`config.mk`:
```
export PLATFORM = sky130hd
export DESIGN_NAME = pns_color_lane
export DESIGN_NICKNAME = d
export VERILOG_FILES = /design/src/hdl/pns_pkg.sv /design/src/hdl/pns_color_lane.sv
export SDC_FILE = /design/constraint.sdc
export NUM_CORES = 2
export LEC_CHECK = 0
export ABC_AREA = 1
export ABC_CLOCK_PERIOD_IN_PS = 7300
export BUFFER_PORTS_ARGS = -buffer_cell sky130_fd_sc_hd__buf_2
export CORE_AREA = 2 2 311 190
export CTS_CLUSTER_SIZE = 8
export DETAILED_ROUTE_END_ITERATION = 12
export DIE_AREA = 0 0 313 192
export PLACE_DENSITY = 0.87
export SLEW_MARGIN = 20
export SYNTH_ARGS = -nofsm -noshare
export SYNTH_HDL_FRONTEND = slang
export SYNTH_SLANG_ARGS = --single-unit
export TNS_END_PERCENT = 30
```
`constraint.sdc`:
```
create_clock -name clk -period 7.3 [get_ports clk]
set_clock_uncertainty 0.05 [all_clocks]
set_input_delay 1.46 -clock clk [delete_from_list [all_inputs] [get_ports clk]]
set_output_delay 1.46 -clock clk [all_outputs]
set_load 0.02 [all_outputs]
```
`src/hdl/pns_pkg.sv`:
```
// Shared types and constants for the pixel normal shader.
`default_nettype none

package pns_pkg;

  localparam int FRAC_BITS_DEF = 14;
  localparam int OUT_W         = 17;
  localparam int OUT_MAX       = 131071;
  localparam int CFG_IDX_W     = 2;

  localparam logic [15:0] LIGHT_WEIGHT_RST = 16'd29491;
  localparam logic [14:0] LIGHT_MIN_RST    = 15'd4915;
  localparam logic [15:0] BRIGHTNESS_RST   = 16'd16384;

  typedef enum logic [CFG_IDX_W-1:0] {
    REG_LIGHT_WEIGHT = 2'd0,
    REG_LIGHT_MIN    = 2'd1,
    REG_COLOUR_MODE  = 2'd2,
    REG_BRIGHTNESS   = 2'd3
  } cfg_reg_t;

  localparam logic [1:0] MODE_NORMAL = 2'd0;
  localparam logic [1:0] MODE_SWAP   = 2'd1;
  localparam logic [1:0] MODE_RESET  = MODE_NORMAL;

  // load enables for the three colour-lane stages
  typedef struct packed {
    logic en_s4;
    logic en_s5;
    logic en_s6;
  } lane_ctl_t;

endpackage

`default_nettype wire

```
`src/hdl/pns_color_lane.sv`:
```
// One colour channel: ambient*normal, bias and gain, clamp, square.
`default_nettype none

module pns_color_lane #(
  parameter int FRAC_BITS = pns_pkg::FRAC_BITS_DEF,
  parameter int AMBW      = 22
) (
  input  wire logic                     clk,
  input  wire pns_pkg::lane_ctl_t       ctl,
  input  wire logic [AMBW-1:0]          amb,
  input  wire logic signed [15:0]       n,
  input  wire logic [15:0]              brightness,
  output logic [2*FRAC_BITS+1:0]        sq
);

  localparam int F    = FRAC_BITS;
  localparam int ONE  = 1 << F;
  localparam int TW   = AMBW + 17;
  localparam int C1W  = TW - F;
  localparam int C2SW = ((C1W > F + 2) ? C1W : F + 2) + 1;
  localparam int C2W  = C2SW - 1;
  localparam int C3PW = C2W + 17;
  localparam int C3W  = C3PW - F;
  localparam int SQW  = 2 * F + 2;

  logic signed [TW-1:0]   t;
  logic signed [C3PW-1:0] c3p;

  logic signed [C1W-1:0]  c1;
  logic signed [C2SW-1:0] c2_sum;
  logic signed [C2W-1:0]  c2;
  logic signed [C3W-1:0]  c3;
  logic [F:0]             cl;

  always_comb begin
    c1     = t[TW-1:F];
    c2_sum = C2SW'(c1) + $signed(C2SW'(ONE));
    c2     = c2_sum[C2SW-1:1];
    c3     = c3p[C3PW-1:F];
    if (c3[C3W-1]) begin
      cl = '0;
    end else if (c3 > $signed(C3W'(ONE))) begin
      cl = (F+1)'(ONE);
    end else begin
      cl = c3[F:0];
    end
  end

  always_ff @(posedge clk) begin
    if (ctl.en_s4) begin
      t <= TW'($signed({1'b0, amb})) * TW'(n);
    end
    if (ctl.en_s5) begin
      c3p <= C3PW'(c2) * C3PW'($signed({1'b0, brightness}));
    end
    if (ctl.en_s6) begin
      sq <= SQW'(cl) * SQW'(cl);
    end
  end

endmodule

`default_nettype wire

```
Word-level counts from Yosys, hierarchy flattened
Index checks and enable logic that the tools add are counted.
- register bits: 111
- input bits: 58
- word-level logic and storage cells: 10
- add/subtract/negate cells: 1
- multiply operators: 3
- magnitude comparators: 1
- muxes and demuxes: 2
- operator list (cell ; count):
    $mul 25x17->42 ; 1
    $mul 23x16->39 ; 1
    $mul 15x15->30 ; 1
    $mux 15 ; 2
    $gt 28x16->1 const B ; 1
    $add 25x16->26 const B ; 1

Longest topological paths before layout
- word-level depth: 4
- depth in mapped cells: 34

Least setup slack after synthesis
No wires, ideal clock.
- kind: input port to flip-flop
- start: input port brightness[2]
- end: register c3p[30] (data pin)
- library setup time: 260 ps
- data arrival time: 6337 ps
- data required time: 6990 ps
- path slack: 653 ps
- stages: 22
- buffers on the path: 2
- cells stage by stage: clkbuf_1 -> clkbuf_1 -> nand2_1 -> fa_1 -> inv_1 -> fa_1 -> inv_1 -> fa_1 -> inv_1 -> fa_1 -> inv_1 -> fa_1 -> inv_1 -> fa_1 -> ha_1 -> a21oi_1 -> o21ai_0 -> a21oi_1 -> nor2_1 -> nor2_1 -> nand2_1 -> xor2_1
- word-level cells in the longest chain between the ends: 1
- RTL lines (item ; RTL line ; text):
    start, declared ; pns_color_lane.sv:12 ; input wire logic [15:0] brightness,
    $mul 25x17->42 ; pns_color_lane.sv:54 ; c3p <= C3PW'(c2) * C3PW'($signed({1'b0, brightness}));
    end signal, assigned ; pns_color_lane.sv:54 ;
    end, declared ; pns_color_lane.sv:27 ; logic signed [C3PW-1:0] c3p;
Every way passes these cells.
A chain may end at the register's enable or synchronous reset.

Worst setup path in the final report
- start: input port n[1]
- end: register t[35] (data pin)
- word-level cells in the longest chain between the ends: 1
- RTL lines (item ; RTL line ; text):
    start, declared ; pns_color_lane.sv:11 ; input wire logic signed [15:0] n,
    $mul 23x16->39 ; pns_color_lane.sv:51 ; t <= TW'($signed({1'b0, amb})) * TW'(n);
    end signal, assigned ; pns_color_lane.sv:51 ;
    end, declared ; pns_color_lane.sv:26 ; logic signed [TW-1:0] t;
Every way passes these cells.

==> impl_metrics.ini <==
[critical_path]
arrival_ns = 7.19
cp-start-kind = input pin
cp-end-kind = flip-flop
cp_data_required_time_ns = 7.38
worst-setup-path-type = input pin to flip-flop
critical_path.startpoint = n[1]
r2r_start = c3p[15]
worstPathMaxFanout = 16

[detailed_routing]
drt_first_pass_iters = 6
routed_wl_um = 102200
viasPerCell = 5.474
vias = 30260
ant_nets = 0
first_iter_violations = 3709
drc = 0
wire_per_inst_um = 18.49

[synth]
synth_ff_type = edfxtp_1
ys_seq_elements = 81
syn_area_per_cell_um2 = 7.911
yosys_warnings = 0
syn_inst = 4592
async_flop_share = 0
syn-cell-area_um2 = 36330
synth_edf_count = 81
ys_types = 41
synth_seq_area_share = 0.06696

[placement]
io_buffers = 86
hpwl_um = 89510
gp_congestion = 1.047

[run]
maxCapViolCount = 0

[sta]
rsz0062_at_grt = no
fin_crit_sh = 0.9740
hold_viol = 0
fin_crit_ns = 7.110
maxSlewViolCount = 0
worstMarginPinSlew_ns = 1.288
fmax_mhz = 140.6
finalSetupViolations = 0
whs_ns = 0.6070
max-slew-margin-rel = 0.1321

[final_layout]
final_common_cell = inv_1
final-seq-area_um2 = 2432
layout_common_cells = inv_1, nand2_1, fa_1
fillers = 4552
syn_to_final_growth_pct = 7.491
fin_nets = 5933
multi_input_comb_area_um2 = 28410
drive_above_1_share = 0.07086

[global_routing]
gr-total-overflow = 0
track_usage = 0.3638
antenna_found_initial = 2
met2_usage = 0.4815
grt_most_used_layer = met1
use_met3 = 0.1636
grt_pass1_vias = 32130
grt_pass1_wl_um = 169400
grt_max_degree = 30
use_met1 = 0.5562

[clock_network]
cts_resized = 0
clk_pin_slew_ns = 0.07
ctsLongestPathBuffers = 2
clock-sinks = 81
cts_buffers = 9
clockRootBuffer = clkbuf_16
cts_tree = yes
cts_setup_buffers = 0
ctsHtreeMaxLevel = 3
cts_hold_buf = 0
clkLatencyLatePin_ns = 0.37

[floorplan]
die_h_um = 192
die-area_um2 = 60100
start_util = 0.6363
die_w_um = 313
fp-row-count = 68
core_area_um2 = 57090
ioPinCount = 88

[worst_hold_path]
hp-start = c3p[14]
holdCritPathClass = flip-flop to flip-flop

[run_status]
status = finished, final reports clean
-- cell type report --
class                   count  area share
well taps                 770     0.02467
inverters                1340      0.1289
clock buffers              10    0.005864
flip-flops and latches     81     0.06229
clock inverters             6    0.002115
repair buffers            270     0.04864
diodes                      1  0.00006408
multi-input cells        3049      0.7275
-- state kept, by name (all words and copies together), names as in the netlist --
register	count
c3p	28
t	24
sq	29
-- Yosys cell counts, types with 2 or more instances --
master	instances	area share
o21ai_0	67	0.0092
xor2_1	47	0.011
a21oi_1	112	0.015
a31oi_1	6	0.0010
clkinv_1	2	0.00021
nor4_1	5	0.00086
xnor2_1	18	0.0043
and3_1	2	0.00034
o31ai_1	2	0.00041
fa_1	800	0.44
or2_2	22	0.0038
a21boi_0	4	0.00083
nand3_2	3	0.00083
and2_1	3	0.00052
conb_1	2	0.00021
nand2_1	1123	0.12
buf_2	7	0.00096
o21bai_1	19	0.0039
nand3_1	80	0.011
nand3b_1	3	0.00062
inv_2	11	0.0011
o21a_1	6	0.0012
nor3_1	24	0.0033
ha_1	324	0.11
nor2_1	315	0.033
buf_4	3	0.00062
edfxtp_1	81	0.067
clkbuf_1	129	0.013
nand4_1	23	0.0040
inv_1	1327	0.14
nor2_2	4	0.00069
a21o_1	9	0.0019
-- critical path: stages --
cell and delay, ns:
buf_2 0.36, nand2_1 0.15, fa_1 0.57, inv_1 0.06
fa_1 0.53, inv_1 0.05, fa_1 0.50, inv_1 0.05
fa_1 0.52, inv_1 0.05, fa_1 0.47, inv_1 0.05
fa_1 0.43, ha_1 0.32, a21oi_1 0.22, o21ai_0 0.12
a21oi_1 0.30, nand2_1 0.27, nand2_1 0.12, nand2_1 0.17
nand2_1 0.22, nand2_1 0.07, nand2_1 0.06, nand2_1 0.05
-- layer usage --
layer  wire [µm]  vias to the layer above  part of all wire
met3       19680                      111              0.19
met5         106                        -            0.0010
met4        1006                        2            0.0098
met2       38300                     2145              0.37
li1            -                    13480                 -
met1       43130                    14520              0.42
-- metrics by stage --
| stage | cell area, µm² | TNS (ns) | setup slack, ns | instances | utilization |
|---|---|---|---|---|---|
| 4_1_cts | 39020 | 0 | 0.3118 | 5526 | 0.6834 |
| 3_3_place_gp | 38700 | 0 | 0.1572 | 5510 | 0.6780 |
| 3_5_place_dp | 38700 | -0.04958 | -0.04958 | 5510 | 0.6780 |
| 5_1_grt | 39050 | 0 | 0.01430 | 5527 | 0.6840 |
| 2_1_floorplan | 36390 | 0 | 0.6535 | 4610 | - |
| 6_report | 39050 | 0 | 0.1897 | 5527 | 0.6840 |
-- logic make-up (layout without fill, tap and decap cells) --
logic type / Yosys count / after routing / synth area share
AO/OA/AOI/OAI: 228 / 228 / 0.03465
XOR/XNOR: 65 / 65 / 0.01567
adder cells (fa/ha/maj): 1124 / 1124 / 0.5525
buffers and inverters: 1480 / 1626 / 0.1537
flip-flops: 81 / 81 / 0.06696
other: 2 / 21 / 0.0002067
AND/OR/NAND/NOR: 1612 / 1612 / 0.1764
-- path summary, 6_finish.rpt --
check	cells after the start	slack, ns	end
worst max-delay path	24	0.19	t[35]
worst min-delay path	1	0.61	sq[2]
worst max register to register	28	0.19	sq[28]
worst min register to register	1	0.61	sq[2]
Power is left out: the tool's default activity adds up to more than one toggle a clock period on the data nets, which glitch-free logic cannot reach.
